==> config.mk <==
export PLATFORM = sky130hd
export DESIGN_NAME = hamd_pre
export DESIGN_NICKNAME = d
export VERILOG_FILES = /design/src/design/hamd_pkg.sv /design/src/design/hamd_pre.sv
export SDC_FILE = /design/constraint.sdc
export NUM_CORES = 2
export LEC_CHECK = 0
export BUFFER_PORTS_ARGS = -buffer_cell sky130_fd_sc_hd__buf_2
export CORE_ASPECT_RATIO = 0.7
export CORE_MARGIN = 8
export CORE_UTILIZATION = 36
export DETAILED_ROUTE_END_ITERATION = 7
export HOLD_SLACK_MARGIN = 0.03
export SYNTH_ARGS = -nofsm -noshare
export SYNTH_HDL_FRONTEND = slang
export SYNTH_SLANG_ARGS = --single-unit
==> constraint.sdc <==
create_clock -name clk_i -period 1.65 [get_ports clk_i]
set_clock_uncertainty 0.2 [all_clocks]
set_input_delay 0.0825 -clock clk_i [delete_from_list [all_inputs] [get_ports clk_i]]
set_output_delay 0.0825 -clock clk_i [all_outputs]
set_load 0.01 [all_outputs]
==> src/design/hamd_pkg.sv <==
`timescale 1ns / 1ps
// ----------------------------------------------------------------------------
// hamd_pkg
// Shared types and constants for the add/multiply/divide unit.
// ----------------------------------------------------------------------------
package hamd_pkg;

  localparam int unsigned DataWidth = 32;
  localparam int unsigned DivSteps  = DataWidth;
  // pre stage + one stage per quotient bit + output register
  localparam int unsigned Latency   = DivSteps + 2;

  typedef enum logic [2:0] {
    FnAdd  = 3'd0,
    FnSub  = 3'd1,
    FnMulu = 3'd2,
    FnDiv  = 3'd3,
    FnDivu = 3'd4
  } func_e;

  typedef struct packed {
    func_e                func;
    logic [DataWidth-1:0] operand_a;
    logic [DataWidth-1:0] operand_b;
  } item_t;

  typedef struct packed {
    logic [DataWidth-1:0] sum_word;
    logic                 carry_out;
    logic [DataWidth-1:0] hi_word;
    logic [DataWidth-1:0] lo_word;
    logic                 zero_divisor;
  } result_t;

  // hi: partial remainder or product high; lo: quotient bits or product low / sum
  typedef struct packed {
    func_e                func;
    logic [DataWidth-1:0] hi;
    logic [DataWidth-1:0] lo;
    logic [DataWidth-1:0] dvs;
    logic                 carry;
    logic                 neg_q;
    logic                 neg_r;
    logic                 zd;
  } stage_t;

  function automatic logic is_div(func_e f);
    return (f == FnDiv) || (f == FnDivu);
  endfunction

endpackage

==> src/design/hamd_pre.sv <==
`timescale 1ns / 1ps
// ----------------------------------------------------------------------------
// hamd_pre
// Front stage: adder, multiplier and divide operand conditioning.
// ----------------------------------------------------------------------------
module hamd_pre (
  input  logic           clk_i,
  input  logic           rst_ni,
  input  logic           valid_i,
  input  hamd_pkg::item_t item_i,
  output logic           valid_o,
  output hamd_pkg::stage_t stage_o
);
  import hamd_pkg::*;

  logic             valid_q;
  stage_t           stage_d, stage_q;
  logic [DataWidth:0]     add_res;
  logic [DataWidth-1:0]   addend;
  logic [2*DataWidth-1:0] prod;
  logic                   sa, sb;

  always_comb begin
    sa      = item_i.operand_a[DataWidth-1];
    sb      = item_i.operand_b[DataWidth-1];
    addend  = (item_i.func == FnSub) ? (~item_i.operand_b + DataWidth'(1))
                                     : item_i.operand_b;
    add_res = {1'b0, item_i.operand_a} + {1'b0, addend};
    prod    = {{DataWidth{1'b0}}, item_i.operand_a} *
              {{DataWidth{1'b0}}, item_i.operand_b};
    stage_d       = '0;
    stage_d.func  = item_i.func;
    stage_d.dvs   = item_i.operand_b;
    stage_d.zd    = (item_i.operand_b == '0);
    case (item_i.func)
      FnAdd, FnSub: begin
        stage_d.lo    = add_res[DataWidth-1:0];
        stage_d.carry = add_res[DataWidth];
      end
      FnMulu: begin
        stage_d.hi = prod[2*DataWidth-1:DataWidth];
        stage_d.lo = prod[DataWidth-1:0];
      end
      FnDiv: begin
        stage_d.lo    = sa ? (~item_i.operand_a + DataWidth'(1)) : item_i.operand_a;
        stage_d.dvs   = sb ? (~item_i.operand_b + DataWidth'(1)) : item_i.operand_b;
        stage_d.neg_q = sa ^ sb;
        stage_d.neg_r = sa;
      end
      FnDivu: begin
        stage_d.lo = item_i.operand_a;
      end
      default: ;
    endcase
  end

  always_ff @(posedge clk_i or negedge rst_ni) begin
    if (!rst_ni) begin
      valid_q <= 1'b0;
    end else begin
      valid_q <= valid_i;
    end
  end

  always_ff @(posedge clk_i) begin
    if (valid_i) begin
      stage_q <= stage_d;
    end
  end

  assign valid_o = valid_q;
  assign stage_o = stage_q;

endmodule

==> impl_metrics.yaml <==
routing:
  total_wire_length_after_detailed_routing_um: 152300
  routed_via_density: 5.101
  antenna_nets_post_route: 0
  dr_total_vias: 34850
  post_drt_wl_per_cell_um: 22.29
  first_iter_violations: 3199
  drc: 0
  detail_route.first_pass.iterations: 5
sta:
  finalSetupViolations: 90
  final.hold.worst_slack_ps: 60.55
  timing.slew.headroom_pct: 60.72
  grt_setup_unrepaired: "yes"
  hold_viol: 0
  slew_viol_final: 0
  finalCriticalPeriod_ps: 7137
  maximum_clock_rate_ghz: 0.1401
  layout_worst_path_cycle_share_pct: 432.6
  setup_slack_ps: -5487
  slew_at_the_pin_closest_to_its_max_slew_limit_ps: 584.3
floorplanning:
  die-area_um2: 124600
  fp.coreArea_um2: 112600
  row_count: 103
  floorplan.initialDensity_pct: 36.25
  boundaryPins: 174
  die_width_um: 418.5
  die_height_um: 297.8
grt:
  wire_length_of_the_first_global_routing_pass_um: 232200
  grt_use_total_pct: 24.38
  largest_net_degree_at_the_start_of_global_routing: 40
  grt_pass1_vias: 36430
  total_gr_overflow: 0
  initial_antenna_violation_count: 5
status:
  failing_checks: "setup timing"
  status: "complete, but fails checks"
clock_tree:
  cts_root_buffer: "sky130_fd_sc_hd__clkbuf_16"
  clock_tree_from_tritoncts: "built"
  clock_path_buffers: 2
  clkSlewWorstSetupHoldPaths_ps: 80
  numClockSinks: 104
  cts_made_buffers: 9
  htree_num_levels: 3
worst_hold_path:
  min-delay-path-class: "in -> reg"
  worst_hold_path.endpoint: "stage_o[52]$_DFFE_PP_"
  hold-path-cell-count: 5
  hold_start: "item_i[48]"
cells_and_area:
  postLayoutCellArea_um2: 54160
  final_core_util_pct: 48.08
  layout-drive-gt1-share_pct: 28.55
  area_growth_syn_to_layout_pct: 32.66
  finalNetCount: 6568
logic_synthesis:
  mappedNetlistNets: 5861
  synth.avg_cell_area_um2: 8.885
  postSynthCellCount: 4595
  synth_cell_types: 83
  yosys-mux-area-fraction_pct: 0.09807
  dominant_combinational_cell_family_by_area_after_synthesis: "adder cells"
  yosys_most_used_dff: "sky130_fd_sc_hd__edfxtp_1"
  synth-edff-count: 103
  synth-compound-area-share_pct: 7.055
  postSynth.asyncResetShare_pct: 0.9615
  synth_xor_area_share_pct: 2.810
  synth_warnings: 0
  synth_adder_area_share_pct: 53.15
  postSynthRegisterBits: 104
  mappedNetlistArea_um2: 40830
  ys_seq_area_share_pct: 7.637
  simple_gate_portion_of_the_synthesized_area_pct: 18.15
setup_path:
  critical_path.most_common_cell: "sky130_fd_sc_hd__fa_1"
  critical_path_arrival_ps: 7100
  critical_path_peak_fanout: 7
  crit_slowest_cell: "sky130_fd_sc_hd__fa_2"
  timing.setup.critical_path_class: "in -> reg"
  cp.required_ps: 1610
  setup.worst_path.start_class: "primary input"
  worstSetupEndpointType: "flop"
  crit_path_max_incr_delay_ps: 570
placed_design:
  port_buffers: 173
  hpwl_um: 125400
  gpl.final_weighted_congestion: 0.9614
  area_of_placed_instances_um2: 48580
job:
  max-cap-violations: 0
[critical path: cells and delay by family]
| kind | cells | cell delay [ps] |
|---|---|---|
| AO/OA/AOI/OAI | 6 | 1250 |
| adder cells (fa/ha/maj) | 9 | 4320 |
| buffers and inverters | 7 | 650 |
| multiplexers | 1 | 130 |
| AND/OR/NAND/NOR | 3 | 640 |
[synthesized netlist by cell type, types with 18 or more instances]
library cell,number,share of area [%]
sky130_fd_sc_hd__nor2_1,138,1.3
sky130_fd_sc_hd__edfxtp_1,103,7.6
sky130_fd_sc_hd__xor2_1,52,1.1
sky130_fd_sc_hd__xnor2_1,79,1.7
sky130_fd_sc_hd__nand4_1,25,0.38
sky130_fd_sc_hd__o21ai_0,106,1.3
sky130_fd_sc_hd__and2_1,498,7.6
sky130_fd_sc_hd__a31oi_1,18,0.28
sky130_fd_sc_hd__ha_1,299,9.2
sky130_fd_sc_hd__o31ai_1,20,0.37
sky130_fd_sc_hd__o21bai_1,23,0.42
sky130_fd_sc_hd__a21o_1,27,0.50
sky130_fd_sc_hd__nor3_1,44,0.54
sky130_fd_sc_hd__a21oi_1,128,1.6
sky130_fd_sc_hd__nand3_1,28,0.34
sky130_fd_sc_hd__nand2_1,670,6.2
sky130_fd_sc_hd__buf_1,41,0.38
sky130_fd_sc_hd__clkbuf_1,265,2.4
sky130_fd_sc_hd__fa_1,897,44
sky130_fd_sc_hd__inv_1,888,8.2
[per-layer routing]
metal / vias up / wire length [µm] / global-route usage (%)
li1: 15350 / - / -
met1: 17680 / 67700 / 36.55
met2: 1629 / 62090 / 34.29
met3: 193 / 17630 / 6.903
met4: 0 / 4854 / 6.188
met5: - / 0 / 0
[layout make-up]
cell class,instances,area (µm²)
Timing Repair Buffer,1011,9279
Antenna cell,2,5.005
Tap cell,1522,1904
Multi-Input combinational cell,3287,36200
Fill cell,10450,58470
Clock buffer,9,225.2
Inverter,889,3343
Sequential cell,104,3118
Clock inverter,7,81.33
[state kept, by name, indices dropped and copies added, names as in the netlist]
register / count
stage_o: 103
valid_o: 1
[cell usage in the layout, fill, tap and decap left out, drive strengths merged, types with 7 or more instances in the layout]
master,netlist,final
a211oi,14,14
a21boi,7,7
a21o,27,27
a21oi,130,130
a221oi,9,9
a22oi,7,7
a31oi,18,18
and2,500,500
and3,11,11
buf,48,995
clkbuf,266,14
dlygate4sd3,0,11
edfxtp,103,103
fa,897,897
ha,299,299
inv,888,889
nand2,670,670
nand2b,15,15
nand3,29,29
nand3b,8,8
nand4,25,25
nor2,138,138
nor2b,11,11
nor3,46,46
nor4,13,13
o211ai,8,8
o21a,15,15
o21ai,111,111
o21bai,23,23
o221ai,9,9
o31ai,20,20
o41ai,7,7
or3,14,14
or4,8,8
xnor2,79,79
xor2,52,52
[logic make-up (layout without fill, tap and decap cells)]
group,count (synthesis),count (layout)
other cells,0,2
mux,4,4
fa+ha+maj,1196,1196
buf+inv,1204,1916
compound gates,449,449
xor+xnor,131,131
simple gates,1507,1507
flops,104,104
[worst max-delay path by stage]
stage | start | to | slack [ps] | depth (start not counted)
global placement | item_i[40] | stage_o[98]$_SDFFCE_PN0P_ | -6300 | 27
finish | item_i[46] | stage_o[95]$_SDFFCE_PN0P_ | -5490 | 26
global route | item_i[42] | stage_o[88]$_SDFFCE_PN0P_ | -5670 | 27
detailed placement | item_i[41] | stage_o[96]$_SDFFCE_PN0P_ | -6270 | 26
floorplan | item_i[43] | stage_o[95]$_SDFFCE_PN0P_ | -5550 | 25
CTS | item_i[48] | stage_o[99]$_SDFFCE_PN0P_ | -5450 | 27
[per-stage QoR]
step / setup TNS [ps] / instances / setup WS, ps
after global routing: -320990 / 6829 / -5672
after floorplan: -306710 / 4595 / -5547
after CTS: -310070 / 6793 / -5453
after detailed placement: -388120 / 6704 / -6267
final: -312030 / 6831 / -5487
after global placement: -389230 / 6704 / -6299
[what timing repair did]
| item | in CTS | in global routing |
|---|---|---|
| pin swaps | 226 | 244 |
| hold endpoints to repair | 18 | 0 |
| hold buffers | 11 | 0 |
| setup buffers | 60 | 44 |
| gates cloned | 7 | 1 |
| resized for setup | 624 | 340 |
| endpoints found under the setup margin | 96 | 94 |
Power is not shown: default switching activity piles up to over one toggle a cycle in this logic, so the estimate is an artifact.
