## src/design/hamd_pkg.sv

```systemverilog
`timescale 1ns / 1ps
// ----------------------------------------------------------------------------
// hamd_pkg
// Shared types and constants for the add/multiply/divide unit.
// ----------------------------------------------------------------------------
package hamd_pkg;

  localparam int unsigned DataWidth = 32;
  localparam int unsigned DivSteps  = DataWidth;
  // pre stage + one stage per quotient bit + output register
  localparam int unsigned Latency   = DivSteps + 2;

  typedef enum logic [2:0] {
    FnAdd  = 3'd0,
    FnSub  = 3'd1,
    FnMulu = 3'd2,
    FnDiv  = 3'd3,
    FnDivu = 3'd4
  } func_e;

  typedef struct packed {
    func_e                func;
    logic [DataWidth-1:0] operand_a;
    logic [DataWidth-1:0] operand_b;
  } item_t;

  typedef struct packed {
    logic [DataWidth-1:0] sum_word;
    logic                 carry_out;
    logic [DataWidth-1:0] hi_word;
    logic [DataWidth-1:0] lo_word;
    logic                 zero_divisor;
  } result_t;

  // hi: partial remainder or product high; lo: quotient bits or product low / sum
  typedef struct packed {
    func_e                func;
    logic [DataWidth-1:0] hi;
    logic [DataWidth-1:0] lo;
    logic [DataWidth-1:0] dvs;
    logic                 carry;
    logic                 neg_q;
    logic                 neg_r;
    logic                 zd;
  } stage_t;

  function automatic logic is_div(func_e f);
    return (f == FnDiv) || (f == FnDivu);
  endfunction

endpackage

```

## src/design/hamd_div_stage.sv

```systemverilog
`timescale 1ns / 1ps
// ----------------------------------------------------------------------------
// hamd_div_stage
// One restoring division step, one quotient bit per stage.
// ----------------------------------------------------------------------------
module hamd_div_stage (
  input  logic             clk_i,
  input  logic             rst_ni,
  input  logic             valid_i,
  input  hamd_pkg::stage_t stage_i,
  output logic             valid_o,
  output hamd_pkg::stage_t stage_o
);
  import hamd_pkg::*;

  logic               valid_q;
  stage_t             stage_d, stage_q;
  logic [DataWidth:0] rem_sh, diff;

  always_comb begin
    rem_sh  = {stage_i.hi, stage_i.lo[DataWidth-1]};
    diff    = rem_sh - {1'b0, stage_i.dvs};
    stage_d = stage_i;
    if (is_div(stage_i.func)) begin
      if (!diff[DataWidth]) begin
        stage_d.hi = diff[DataWidth-1:0];
        stage_d.lo = {stage_i.lo[DataWidth-2:0], 1'b1};
      end else begin
        stage_d.hi = rem_sh[DataWidth-1:0];
        stage_d.lo = {stage_i.lo[DataWidth-2:0], 1'b0};
      end
    end
  end

  always_ff @(posedge clk_i or negedge rst_ni) begin
    if (!rst_ni) begin
      valid_q <= 1'b0;
    end else begin
      valid_q <= valid_i;
    end
  end

  always_ff @(posedge clk_i) begin
    if (valid_i) begin
      stage_q <= stage_d;
    end
  end

  assign valid_o = valid_q;
  assign stage_o = stage_q;

endmodule

```

## config.mk

```make
export PLATFORM = sky130hd
export DESIGN_NAME = hamd_div_stage
export DESIGN_NICKNAME = d
export VERILOG_FILES = /design/src/design/hamd_pkg.sv /design/src/design/hamd_div_stage.sv
export SDC_FILE = /design/constraint.sdc
export NUM_CORES = 1
export LEC_CHECK = 0
export ABC_AREA = 1
export BUFFER_PORTS_ARGS = -buffer_cell sky130_fd_sc_hd__buf_2
export CAP_MARGIN = 5
export CORE_MARGIN = 10
export CORE_UTILIZATION = 45
export DETAILED_ROUTE_END_ITERATION = 10
export GPL_ROUTABILITY_DRIVEN = 0
export GPL_TIMING_DRIVEN = 0
export HOLD_SLACK_MARGIN = 0.15
export MAX_ROUTING_LAYER = met4
export PLACE_DENSITY = 0.71
export SLEW_MARGIN = 25
export SYNTH_ARGS = -nofsm -noshare
export SYNTH_HDL_FRONTEND = slang
export SYNTH_SLANG_ARGS = --single-unit
```

## constraint.sdc

```tcl
create_clock -name clk_i -period 0.8 [get_ports clk_i]
set_input_delay 0.04 -clock clk_i [delete_from_list [all_inputs] [get_ports clk_i]]
set_output_delay 0.04 -clock clk_i [all_outputs]
set_load 0.005 [all_outputs]
```

==> impl_metrics.prom <==
# TYPE chip_impl_metric gauge
chip_impl_info{name="critPathKind",value="primary input to register"} 1
chip_impl_metric{name="dr_wl_met3",unit="um"} 2078
chip_impl_metric{name="postRouteAntennaNets",unit=""} 0
chip_impl_metric{name="yosys.cell_types.count",unit=""} 32
chip_impl_metric{name="met2_length",unit="um"} 12600
chip_impl_metric{name="grt_pass1_vias",unit=""} 7575
chip_impl_info{name="maxUsedRoutingLayer",value="met4"} 1
chip_impl_metric{name="cts.sinks",unit=""} 104
chip_impl_metric{name="die_y",unit="um"} 145.3
chip_impl_metric{name="antenna_violations_before_repair",unit=""} 0
chip_impl_metric{name="grt_pass1_wl",unit="um"} 39090
chip_impl_metric{name="required",unit="ps"} 910
chip_impl_info{name="hold_path_class",value="primary input to register"} 1
chip_impl_metric{name="post-synth-top-area-fraction",unit="%"} 43.79
chip_impl_metric{name="grt_start_max_net_pins",unit=""} 67
chip_impl_metric{name="yosys_register_bits",unit=""} 104
chip_impl_info{name="crit_path_top_delay_cell",value="sky130_fd_sc_hd__fa_2"} 1
chip_impl_metric{name="fin_crit_sh",unit="%"} 226.4
chip_impl_metric{name="dp_worst_setup_slack",unit="ps"} -1685
chip_impl_metric{name="max-slew-margin-rel",unit="%"} 53.81
chip_impl_metric{name="cp_peak_stage_delay",unit="ps"} 340
chip_impl_metric{name="clockBufferDepth",unit=""} 2
chip_impl_info{name="violations",value="setup timing"} 1
chip_impl_info{name="cpLargestDelayFamily",value="simple AND/OR/NAND/NOR gates"} 1
chip_impl_metric{name="area.growth.synth_to_final",unit="%"} 55.46
chip_impl_metric{name="die_w",unit="um"} 145.3
chip_impl_metric{name="hold_viol_final",unit=""} 0
chip_impl_metric{name="timing.critical_path.arrival",unit="ps"} 1920
chip_impl_metric{name="netlist_instances",unit=""} 986
chip_impl_metric{name="report.final.slew_viol_count",unit=""} 0
chip_impl_metric{name="cts_inserted_buffers",unit=""} 9
chip_impl_metric{name="postLayoutSetupSlackWorst",unit="ps"} -1011
chip_impl_metric{name="sequential_fraction_of_the_synthesis_area",unit="%"} 44.15
chip_impl_metric{name="globalRoute.totalOverflow",unit=""} 0
chip_impl_metric{name="layout-drive-gt1-share",unit="%"} 30.39
chip_impl_info{name="leading_cell_types_by_total_area_after_synthesis",value="sky130_fd_sc_hd__edfxtp_1 44%, sky130_fd_sc_hd__nand2_1 25%, sky130_fd_sc_hd__inv_1 10%"} 1
chip_impl_metric{name="share_of_synthesized_flip_flops_with_an_asynchronous_set_or_reset",unit="%"} 0.9615
chip_impl_metric{name="drt_first_iter_violations",unit=""} 829
chip_impl_metric{name="io_buffer_count",unit=""} 209
chip_impl_metric{name="timing_worst_slew_pin_value",unit="ps"} 692.8
chip_impl_metric{name="cts-htree-levels",unit=""} 3
chip_impl_info{name="setup_repair_after_global_routing_missed_its_margin",value="yes"} 1
chip_impl_metric{name="layout.filler_cells",unit=""} 1150
chip_impl_metric{name="edff_count_synth",unit=""} 103
chip_impl_info{name="end_kind",value="register"} 1
chip_impl_metric{name="fmax",unit="MHz"} 552.1
chip_impl_metric{name="ioPinCount",unit=""} 210
chip_impl_metric{name="final-setup-viol-count",unit=""} 138
chip_impl_metric{name="die_area",unit="mm2"} 0.02111
chip_impl_metric{name="globalRouteTotalUtil",unit="%"} 23.27
chip_impl_metric{name="final_nets",unit=""} 1470
chip_impl_metric{name="multi_input_area",unit="mm2"} 0.003877
chip_impl_info{name="synthFlopType",value="sky130_fd_sc_hd__edfxtp_1"} 1
chip_impl_metric{name="syn_nets",unit=""} 1125
chip_impl_metric{name="timing.critical_path.buf_inv",unit=""} 4
chip_impl_metric{name="synthesis.area_per_instance",unit="um2"} 7.163
chip_impl_metric{name="stdcell_area",unit="mm2"} 0.01098
chip_impl_metric{name="rows",unit=""} 45
chip_impl_metric{name="seq_area",unit="mm2"} 0.003118
chip_impl_info{name="synth_largest_area_cell",value="sky130_fd_sc_hd__edfxtp_1"} 1
chip_impl_metric{name="floorplan.initialDensity",unit="%"} 46.12
chip_impl_info{name="critPathLaunchType",value="primary input"} 1
chip_impl_metric{name="wl_met1",unit="um"} 10520
chip_impl_metric{name="average_detailed_routed_wire_length_per_instance",unit="um"} 16.66
chip_impl_metric{name="power_density",unit="mW/mm2"} 1641
chip_impl_metric{name="clkTransAtPathRegs",unit="ps"} 80
chip_impl_metric{name="routed_wirelength",unit="um"} 25790
chip_impl_metric{name="vias_per_cell",unit=""} 4.900
chip_impl_info{name="outcome",value="finished with violations"} 1
chip_impl_metric{name="dr_total_vias",unit=""} 7585
chip_impl_metric{name="place_hpwl",unit="um"} 17170
chip_impl_info{name="netlist_top_cells_count",value="471 x sky130_fd_sc_hd__nand2_1, 189 x sky130_fd_sc_hd__inv_1, 103 x sky130_fd_sc_hd__edfxtp_1, 53 x sky130_fd_sc_hd__nand3_1, 37 x sky130_fd_sc_hd__nor2_1"} 1
chip_impl_info{name="most_repeated_cell_in_the_gate_level_netlist_after_synthesis",value="sky130_fd_sc_hd__nand2_1"} 1
chip_impl_metric{name="worst_vdd_drop",unit="mV"} 1.030
chip_impl_metric{name="postCtsHoldBufs",unit=""} 104
chip_impl_metric{name="worst-path-max-fanout",unit=""} 6
chip_impl_metric{name="syn-cell-area",unit="mm2"} 0.007063
chip_impl_metric{name="dpl-instance-area",unit="mm2"} 0.008459
chip_impl_metric{name="finalCriticalPeriod",unit="ps"} 1811
chip_impl_metric{name="detail_route.drc_violations",unit=""} 0
chip_impl_info{name="tritoncts",value="yes"} 1
chip_impl_info{name="critical_path.cell_chain",value="buf_8, inv_12, ha_4, fa_2, inv_2, nand2_2, nand2_2, nand3_2, nand2_4, nand2_4, nand2_4, nand2_8, nand2_8, nand2_4, nand2_8, buf_8, nand2_2, nand3_2, nand2_2"} 1
chip_impl_metric{name="total_leakage_power",unit="uW"} 0.005739
chip_impl_info{name="clock-root-buffer",value="sky130_fd_sc_hd__clkbuf_16"} 1
chip_impl_metric{name="design.core.area",unit="mm2"} 0.01531
chip_impl_metric{name="yosys_warnings",unit=""} 0
chip_impl_metric{name="detailedRoute.firstPassIterationCount",unit=""} 5
chip_impl_metric{name="drv.max_cap_violation_count",unit=""} 0
## cells in the final DEF, fill, tap and decap left out, types with 3 or more instances in the layout
cell                              n
sky130_fd_sc_hd__nor3_1           3
sky130_fd_sc_hd__edfxtp_1       103
sky130_fd_sc_hd__nand2_8          4
sky130_fd_sc_hd__nand3b_1         3
sky130_fd_sc_hd__nand3_1         35
sky130_fd_sc_hd__buf_4           13
sky130_fd_sc_hd__clkbuf_16       14
sky130_fd_sc_hd__bufinv_16        3
sky130_fd_sc_hd__nand3_2         17
sky130_fd_sc_hd__nand2_2         53
sky130_fd_sc_hd__xnor2_1         12
sky130_fd_sc_hd__clkbuf_1         4
sky130_fd_sc_hd__inv_1          179
sky130_fd_sc_hd__ha_1             8
sky130_fd_sc_hd__buf_12           4
sky130_fd_sc_hd__inv_2           13
sky130_fd_sc_hd__nand4_1          7
sky130_fd_sc_hd__buf_8            7
sky130_fd_sc_hd__buf_2          204
sky130_fd_sc_hd__xor2_1           3
sky130_fd_sc_hd__ha_4            23
sky130_fd_sc_hd__nand2_1        406
sky130_fd_sc_hd__nand2_4         22
sky130_fd_sc_hd__buf_6            6
sky130_fd_sc_hd__nor2_1          35
sky130_fd_sc_hd__dlygate4sd3_1  104
sky130_fd_sc_hd__a21oi_1         17
## through the flow
stage                     setup TNS [ps]  instances  total power, uW  util [%]  hold WS [ps]
after floorplan                   -39540        986             9416         -        -255.6
after global placement           -209640       1406            11050     55.02        -184.4
after detailed placement          -89000       1407            11120     55.24        -184.1
after CTS                         -44160       1535            17120     67.11         84.47
after global routing              -48420       1547            18850     71.68         97.79
final                             -42330       1548            18020     71.70         79.28
## power by group
| group | switching [uW] | total [uW] | internal (uW) |
|---|---|---|---|
| sequential | 135 | 6780 | 6650 |
| combinational | 3330 | 6010 | 2670 |
| clock | 2140 | 5230 | 3090 |
## path summary, 6_finish.rpt
kind                        startpoint          end  slack (ps)  cells after the start
max in group asynchronous       rst_ni      valid_o         160                      3
worst min-delay path           valid_i  stage_o[31]          80                      1
min in group asynchronous       rst_ni      valid_o         540                      3
worst max-delay path       stage_i[67]  stage_o[85]       -1010                     19
## registers in the layout (all words and copies together), names as in the netlist
register and count:
stage_o 103, valid_o 1
## routing by layer
metal | vias up | global-route usage, %
met3 | 41 | 4.284
met5 | - | -
li1 | 3700 | -
met4 | 0 | 5.662
met2 | 346 | 39.56
met1 | 3498 | 27.98
## repair_timing
item,CTS,global route
cloned,1,5
endpoints found under the setup margin,166,167
buffers inserted,7,7
gates resized for setup,63,132
pin swaps,13,29
hold endpoints to repair,142,38
## cell families (layout without fill, tap and decap cells)
logic type | Yosys count | after routing | synth area share, %
flip-flops | 104 | 104 | 44.15
AO/OA/AOI/OAI | 27 | 27 | 2.126
adder cells (fa/ha/maj) | 33 | 33 | 5.952
other | 0 | 1 | 0
buffers and inverters | 212 | 562 | 11.90
XOR/XNOR | 15 | 15 | 1.860
AND/OR/NAND/NOR | 595 | 595 | 34.01
## final cells by class
type,count,area share [%]
multi-input combinational,670,35.31
sequential,104,28.40
timing repair buffer,334,22.21
inverter,193,6.712
tap,211,2.404
clock buffer,10,2.085
buffer,19,1.812
clock inverter,6,1.048
antenna,1,0.02279
(Power assumes the default switching activity.)
