--- src/design/hamd_pkg.sv ---
`timescale 1ns / 1ps
// ----------------------------------------------------------------------------
// hamd_pkg
// Shared types and constants for the add/multiply/divide unit.
// ----------------------------------------------------------------------------
package hamd_pkg;

  localparam int unsigned DataWidth = 32;
  localparam int unsigned DivSteps  = DataWidth;
  // pre stage + one stage per quotient bit + output register
  localparam int unsigned Latency   = DivSteps + 2;

  typedef enum logic [2:0] {
    FnAdd  = 3'd0,
    FnSub  = 3'd1,
    FnMulu = 3'd2,
    FnDiv  = 3'd3,
    FnDivu = 3'd4
  } func_e;

  typedef struct packed {
    func_e                func;
    logic [DataWidth-1:0] operand_a;
    logic [DataWidth-1:0] operand_b;
  } item_t;

  typedef struct packed {
    logic [DataWidth-1:0] sum_word;
    logic                 carry_out;
    logic [DataWidth-1:0] hi_word;
    logic [DataWidth-1:0] lo_word;
    logic                 zero_divisor;
  } result_t;

  // hi: partial remainder or product high; lo: quotient bits or product low / sum
  typedef struct packed {
    func_e                func;
    logic [DataWidth-1:0] hi;
    logic [DataWidth-1:0] lo;
    logic [DataWidth-1:0] dvs;
    logic                 carry;
    logic                 neg_q;
    logic                 neg_r;
    logic                 zd;
  } stage_t;

  function automatic logic is_div(func_e f);
    return (f == FnDiv) || (f == FnDivu);
  endfunction

endpackage

--- src/design/hamd_post.sv ---
`timescale 1ns / 1ps
// ----------------------------------------------------------------------------
// hamd_post
// Sign correction, result selection and output register.
// ----------------------------------------------------------------------------
module hamd_post (
  input  logic              clk_i,
  input  logic              rst_ni,
  input  logic              valid_i,
  input  hamd_pkg::stage_t  stage_i,
  output logic              valid_o,
  output hamd_pkg::result_t result_o
);
  import hamd_pkg::*;

  logic    valid_q;
  result_t res_d, res_q;

  always_comb begin
    res_d = '0;
    case (stage_i.func)
      FnAdd, FnSub: begin
        res_d.sum_word  = stage_i.lo;
        res_d.carry_out = stage_i.carry;
      end
      FnMulu: begin
        res_d.hi_word = stage_i.hi;
        res_d.lo_word = stage_i.lo;
      end
      FnDiv, FnDivu: begin
        if (stage_i.zd) begin
          res_d.zero_divisor = 1'b1;
        end else begin
          res_d.lo_word = stage_i.neg_q ? (~stage_i.lo + DataWidth'(1)) : stage_i.lo;
          res_d.hi_word = stage_i.neg_r ? (~stage_i.hi + DataWidth'(1)) : stage_i.hi;
        end
      end
      default: ;
    endcase
  end

  always_ff @(posedge clk_i or negedge rst_ni) begin
    if (!rst_ni) begin
      valid_q <= 1'b0;
    end else begin
      valid_q <= valid_i;
    end
  end

  always_ff @(posedge clk_i) begin
    if (valid_i) begin
      res_q <= res_d;
    end
  end

  assign valid_o  = valid_q;
  assign result_o = res_q;

endmodule

--- config.mk ---
export PLATFORM = sky130hd
export DESIGN_NAME = hamd_post
export DESIGN_NICKNAME = d
export VERILOG_FILES = /design/src/design/hamd_pkg.sv /design/src/design/hamd_post.sv
export SDC_FILE = /design/constraint.sdc
export NUM_CORES = 1
export LEC_CHECK = 0
export ABC_AREA = 1
export CAP_MARGIN = 20
export CORE_UTILIZATION = 35
export DETAILED_ROUTE_END_ITERATION = 12
export DONT_BUFFER_PORTS = 1
export PLACE_DENSITY_LB_ADDON = 0.1
export RECOVER_POWER = 25
export SYNTH_ARGS = -nofsm -noshare
export SYNTH_HDL_FRONTEND = slang
export SYNTH_SLANG_ARGS = --single-unit
--- constraint.sdc ---
create_clock -name clk_i -period 0.8 [get_ports clk_i]
set_input_delay 0.08 -clock clk_i [delete_from_list [all_inputs] [get_ports clk_i]]
set_output_delay 0.08 -clock clk_i [all_outputs]
set_load 0.005 [all_outputs]
==> flow_summary.json, run 1 <==
{
  "outcome": "complete, but fails checks",
  "violations": "negative hold slack, negative setup slack",
  "layout_commonest_cell": "sky130_fd_sc_hd__nand2_1",
  "design.die.area_mm2": 0.01726,
  "report.final.slew_viol_count": 0,
  "postSynthAreaPerCell_um2": 7.531,
  "drive_above_1_share": 0.3212,
  "synthMuxAreaShare": 0,
  "postLayoutCellArea_mm2": 0.008608,
  "grt.busiest_layer": "met2",
  "antenna_violating_nets_post_route": 0,
  "yosysWarningCount": 0,
  "post-route-worst-setup-slack_ns": -0.07617,
  "floorplan.die.width_um": 131.4,
  "timing.critical_path.from_type": "register",
  "detailroute.via_count": 5692,
  "worst-path-max-fanout": 1,
  "grt_pass1_vias": 5533,
  "worstPathRequired_ns": 0.72,
  "use_met2": 0.3895,
  "n_fill_cell": 1506,
  "synthCells": 778,
  "antenna-diode-count": 0,
  "antenna_found_initial": 0,
  "layout.core_utilization": 0.5342,
  "hold_slack_ns": -0.1683,
  "report.final.hold_viol_count": 99,
  "power_mw": 12.93,
  "clock.fmax_mhz": 1141,
  "synthSimpleGateAreaFrac": 0.3534,
  "setup_tns_ns": -2.582,
  "synth_adder_area_share": 0.004271,
  "htreeDepth": 3,
  "fin_cells": 1122,
  "drt-wirelength-per-cell_um": 17.48,
  "synthXorXnorAreaFrac": 0.01046,
  "detailedRoute.firstIterationViolations": 246,
  "cts.reportedPaths.clkPinSlew_ns": 0.07,
  "dpl-instance-area_mm2": 0.006993,
  "gr-usage-met3": 0.05864,
  "cts-hold-fix-buffers": 61,
  "drt-vias-per-instance": 5.073,
  "data_arrival_critical_path_ns": 0.80,
  "synthToLayoutAreaGrowth_pct": 46.91,
  "wire_length_of_the_first_global_routing_pass_um": 29360,
  "layout_common_cells": "sky130_fd_sc_hd__nand2_1, sky130_fd_sc_hd__edfxtp_1, sky130_fd_sc_hd__nor2_1",
  "globalplace.congestion": 0.8667,
  "cts_buffers": 9,
  "finalSetupViolCount": 108,
  "max_cap_viol_count": 0,
  "dp_hpwl_um": 12870,
  "critPathKind": "register to output pin",
  "number_of_top_level_pins": 205,
  "fp.dieH_um": 131.4,
  "starting_density_of_the_core": 0.3636,
  "cts-root-buf": "sky130_fd_sc_hd__clkbuf_16",
  "period_needed_ns": 0.8762,
  "netlist-cell-type-count": 22,
  "rows": 46,
  "port-buffer-count": 0,
  "globalRouteTotalUtil": 0.2189,
  "max_slew.worst_pin.slew_ns": 0.2807,
  "numnets_final": 1009,
  "postRouteWirelength_um": 19620,
  "synth_top_family_by_area": "simple AND/OR/NAND/NOR gates",
  "synth.cell_area_mm2": 0.005859,
  "powerDensity_mw_per_mm2": 1502,
  "min_path_type": "primary input to register",
  "numClockSinks": 99,
  "area_fraction_in_compound_gates_after_synthesis": 0.05296,
  "dr.pass1.iters": 4,
  "leakage_nw": 3.467,
  "ys_seq_elements": 99,
  "clock_tree_from_tritoncts": "yes",
  "detail_route.drc_violations": 0,
  "grt_max_degree": 100,
  "count_of_cells_along_the_worst_hold_path": 0,
  "critPathCaptureType": "output pin",
  "pre_cts_slack_ns": -0.4962,
  "cells_after_dpl": 1029,
  "rsz0062_at_grt": "yes",
  "worst-path-stages": 0,
  "ratio_of_final_minimum_period_to_clock_period": 1.095,
  "grt_use_met1": 0.2544,
  "cts_max_path_buffers": 2,
  "max-slew-margin-rel": 0.8109,
  "worst_hold_startpoint": "valid_i",
  "synth_sequential_area_ratio": 0.5065,
  "design.core.area_mm2": 0.01612,
  "hold-path-endpoint": "valid_o",
  "overflow": 0,
  "max-vdd-ir-drop_uv": 948.5,
  "synth.net_count": 886
}
## layer usage
| metal | wire (um) | share of wire |
|---|---|---|
| met5 | 0 | 0 |
| met4 | 442 | 0.023 |
| met3 | 1266 | 0.065 |
| met2 | 9989 | 0.51 |
| met1 | 7919 | 0.40 |
## worst max path at each step
stage | startpoint | slack (ns) | to
2_1_floorplan | stage_i[69] | -0.27 | result_o[43]
3_3_place_gp | stage_i[85] | -0.50 | result_o[51]
3_5_place_dp | stage_i[85] | -0.50 | result_o[51]
4_1_cts | result_o[97] | -0.09 | result_o[97]
5_1_grt | stage_i[36] | -0.10 | result_o[25]
6_report | result_o[97] | -0.08 | result_o[97]
## layout make-up
type / instances / area (um2) / area share
multi-input cells: 580 / 3326 / 0.3863
flip-flops and latches: 99 / 2968 / 0.3448
repair buffers: 135 / 1359 / 0.1578
inverters: 76 / 404.1 / 0.04695
well taps: 216 / 270.3 / 0.03140
clock buffers: 14 / 244.0 / 0.02834
clock inverters: 2 / 37.54 / 0.004360
## sequential cells by signal (all words and copies together), names as in the netlist
| signal | count |
|---|---|
| result_o | 98 |
| valid_o | 1 |
## Yosys cell counts
cell type / instances / share of area
sky130_fd_sc_hd__nor2_2: 4 / 0.0043
sky130_fd_sc_hd__buf_2: 3 / 0.0026
sky130_fd_sc_hd__clkbuf_1: 12 / 0.0077
sky130_fd_sc_hd__inv_1: 72 / 0.046
sky130_fd_sc_hd__buf_4: 3 / 0.0038
sky130_fd_sc_hd__a21oi_1: 9 / 0.0077
sky130_fd_sc_hd__nor2_1: 152 / 0.097
sky130_fd_sc_hd__o22ai_1: 6 / 0.0064
sky130_fd_sc_hd__xor2_1: 7 / 0.010
sky130_fd_sc_hd__dfrtp_1: 1 / 0.0043
sky130_fd_sc_hd__o21ai_1: 5 / 0.0043
sky130_fd_sc_hd__buf_6: 5 / 0.0096
sky130_fd_sc_hd__nor2_4: 1 / 0.0019
sky130_fd_sc_hd__a31oi_1: 2 / 0.0021
sky130_fd_sc_hd__o211ai_1: 4 / 0.0051
sky130_fd_sc_hd__o21ai_0: 32 / 0.027
sky130_fd_sc_hd__nand3_1: 96 / 0.082
sky130_fd_sc_hd__edfxtp_1: 98 / 0.50
sky130_fd_sc_hd__inv_2: 4 / 0.0026
sky130_fd_sc_hd__nand3b_1: 2 / 0.0026
sky130_fd_sc_hd__ha_1: 2 / 0.0043
sky130_fd_sc_hd__nand2_1: 258 / 0.17
## where the power goes
group,internal [mW],switching (mW)
sequential,6.19,0.241
combinational,1.03,1.13
clock,2.44,1.91
total,9.66,3.28
## kinds of logic after synthesis
kind of cell | count (synthesis)
xor gates and xnor gates | 7
buffers and inverters | 99
DFF | 99
and+or+nand+nor | 513
adders and majority gates | 2
AOI/OAI and AO/OA | 58
## what timing repair did
item,in CTS,in global routing
endpoints found under the hold margin,172,99
pin swaps,16,50
setup endpoints to repair,128,149
buffers inserted,0,12
gates cloned,0,4
resized for setup,29,134
Power figures use the tool's default switching activity.
==> run 2: changes to the inputs <==
--- a/config.mk
+++ b/config.mk
@@ -6,12 +6,13 @@
 export NUM_CORES = 1
 export LEC_CHECK = 0
 export ABC_AREA = 1
+export BUFFER_PORTS_ARGS = -buffer_cell sky130_fd_sc_hd__buf_2
 export CAP_MARGIN = 20
 export CORE_UTILIZATION = 35
 export DETAILED_ROUTE_END_ITERATION = 12
-export DONT_BUFFER_PORTS = 1
 export PLACE_DENSITY_LB_ADDON = 0.1
 export RECOVER_POWER = 25
+export SLEW_MARGIN = 20
 export SYNTH_ARGS = -nofsm -noshare
 export SYNTH_HDL_FRONTEND = slang
 export SYNTH_SLANG_ARGS = --single-unit
==> run 2 against run 1 <==
The flow finishes with violations (negative setup slack). Combinational power up 71%. First-iteration DRC count up 1.2%. Via count up 11%. Utilization up 11 points. Maximum frequency down 12%. Power up 19%. Final cell count up 17%. Clock power up 26%. Hold slack better by 0.20 ns. Largest cell class unchanged.
==> flow_summary.json, run 2 (synthesis results as in run 1) <==
{
  "number_of_top_level_pins": 205,
  "crit_buf_inv": 1,
  "fin_cells": 1318,
  "cells_after_dpl": 1273,
  "finalSetupViolCount": 160,
  "grt_pass1_vias": 6051,
  "port-buffer-count": 172,
  "max-slew-margin-rel": 0.6550,
  "detailedRoute.firstIterationViolations": 249,
  "design.die.area_mm2": 0.01726,
  "powerDensity_mw_per_mm2": 1494,
  "cts.reportedPaths.clkPinSlew_ns": 0.07,
  "synthToLayoutAreaGrowth_pct": 76.49,
  "globalplace.congestion": 0.8757,
  "pre_cts_slack_ns": -0.6204,
  "dpl-instance-area_mm2": 0.008472,
  "report.final.slew_viol_count": 0,
  "worst-path-max-fanout": 1,
  "cpMaxStageDelayCell": "sky130_fd_sc_hd__edfxtp_1",
  "violations": "negative setup slack",
  "cts-root-buf": "sky130_fd_sc_hd__clkbuf_16",
  "numClockSinks": 99,
  "seqCellArea_mm2": 0.002968,
  "max_slew.worst_pin.slew_ns": 0.5176,
  "drt-wirelength-per-cell_um": 15.10,
  "report.final.hold_viol_count": 0,
  "rsz0062_at_grt": "yes",
  "cts_max_path_buffers": 2,
  "data_arrival_critical_path_ns": 0.92,
  "drt-vias-per-instance": 4.775,
  "fp.dieH_um": 131.4,
  "cts_buffers": 9,
  "antenna_violating_nets_post_route": 0,
  "drive_above_1_share": 0.5658,
  "worst_path_dominant_cell_family": "flip-flops",
  "largest_reg_flops": 98,
  "max-vdd-ir-drop_uv": 912.0,
  "layout_commonest_cell": "sky130_fd_sc_hd__nand2_1",
  "n_fill_cell": 1357,
  "ratio_of_final_minimum_period_to_clock_period": 1.248,
  "rows": 46,
  "min_path_type": "primary input to async pin",
  "wire_length_of_the_first_global_routing_pass_um": 30610,
  "dr.pass1.iters": 4,
  "critPathCaptureType": "output pin",
  "numnets_final": 1204,
  "clock.fmax_mhz": 1002,
  "globalRouteTotalUtil": 0.2251,
  "outcome": "complete, but fails checks",
  "max_cap_viol_count": 0,
  "leakage_nw": 4.463,
  "detail_route.drc_violations": 0,
  "antenna_found_initial": 1,
  "grt_max_degree": 34,
  "htreeDepth": 3,
  "postLayoutCellArea_mm2": 0.01034,
  "starting_density_of_the_core": 0.3636,
  "post-route-worst-setup-slack_ns": -0.1983,
  "dp_hpwl_um": 13800,
  "crit_path_cell_trace": "buf_2",
  "design.core.area_mm2": 0.01612,
  "overflow": 0,
  "detailroute.via_count": 6293,
  "layout.core_utilization": 0.6417,
  "max_stage_delay_ns": 0.43,
  "timing.critical_path.from_type": "register",
  "critPathKind": "register to output pin",
  "floorplan.die.width_um": 131.4,
  "period_needed_ns": 0.9983,
  "postRouteWirelength_um": 19900,
  "clock_tree_from_tritoncts": "yes",
  "worstPathRequired_ns": 0.72,
  "multi_input_comb_area_mm2": 0.003809,
  "layout_common_cells": "sky130_fd_sc_hd__nand2_1, sky130_fd_sc_hd__buf_2, sky130_fd_sc_hd__buf_4"
}
run 2: cell count changes in the layout (fill, tap and decap cells not counted), moves of 12 or more:
| cell | previous run | this run |
|---|---|---|
| sky130_fd_sc_hd__buf_4 | 58 | 131 |
| sky130_fd_sc_hd__nor2_4 | 30 | 44 |
| sky130_fd_sc_hd__nand3_2 | 50 | 68 |
| sky130_fd_sc_hd__dlygate4sd3_1 | 49 | 1 |
| sky130_fd_sc_hd__nand2_2 | 32 | 48 |
| sky130_fd_sc_hd__nand3_1 | 44 | 21 |
| sky130_fd_sc_hd__nand2_1 | 213 | 188 |
| sky130_fd_sc_hd__buf_2 | 0 | 149 |
| sky130_fd_sc_hd__buf_12 | 7 | 22 |
| sky130_fd_sc_hd__nor2_1 | 91 | 78 |
| sky130_fd_sc_hd__dlymetal6s4s_1 | 12 | 0 |
run 2: layer usage:
layer,up-vias,share of wire,GRT usage
met5,-,0,0
met4,0,0.019,0.06395
met3,22,0.042,0.02315
met2,169,0.52,0.4057
met1,2933,0.42,0.2838
li1,3169,-,-
run 2: timing repair:
action | 4_1_cts | 5_1_grt
hold buffers | 1 | 0
endpoints found under the hold margin | 1 | 0
resized for setup | 149 | 183
setup endpoints to repair | 163 | 170
setup buffers | 13 | 12
cloned | 5 | 2
pin swaps | 84 | 107
run 2: stage by stage:
stage	total power, mW	TNS [ns]	hold slack, ns
2_1_floorplan	7.638	-12.17	-0.2156
3_3_place_gp	9.281	-42.43	-0.1443
3_5_place_dp	9.297	-43.92	-0.1442
4_1_cts	15.25	-21.03	0.01410
5_1_grt	16.02	-24.05	0.02442
6_report	15.45	-18.37	0.02788
run 2: path summary, 6_finish.rpt:
| kind | cells past startpoint | slack [ns] | endpoint | from |
|---|---|---|---|---|
| setup / recovery | 1 | -0.20 | result_o[16] | result_o[16] |
| max in group asynchronous | 2 | 0.69 | valid_o | rst_ni |
| min in group clk_i | 3 | 0.03 | result_o[65] | stage_i[3] |
| hold / removal | 2 | 0.03 | valid_o | rst_ni |
run 2: power by group:
group,leakage [nW],switching (mW),internal (mW)
Clock,0.179,2.01,3.47
Sequential,0.950,0.118,6.18
Combinational,3.33,1.98,1.70
Total,4.46,4.11,11.3
run 2: area by class of cell:
type	count	area share
multi-input combinational	580	0.3683
sequential	99	0.2870
timing repair buffer	330	0.2462
inverter	76	0.03581
tap	216	0.02613
clock buffer	10	0.02311
clock inverter	6	0.01319
antenna	1	0.0002420
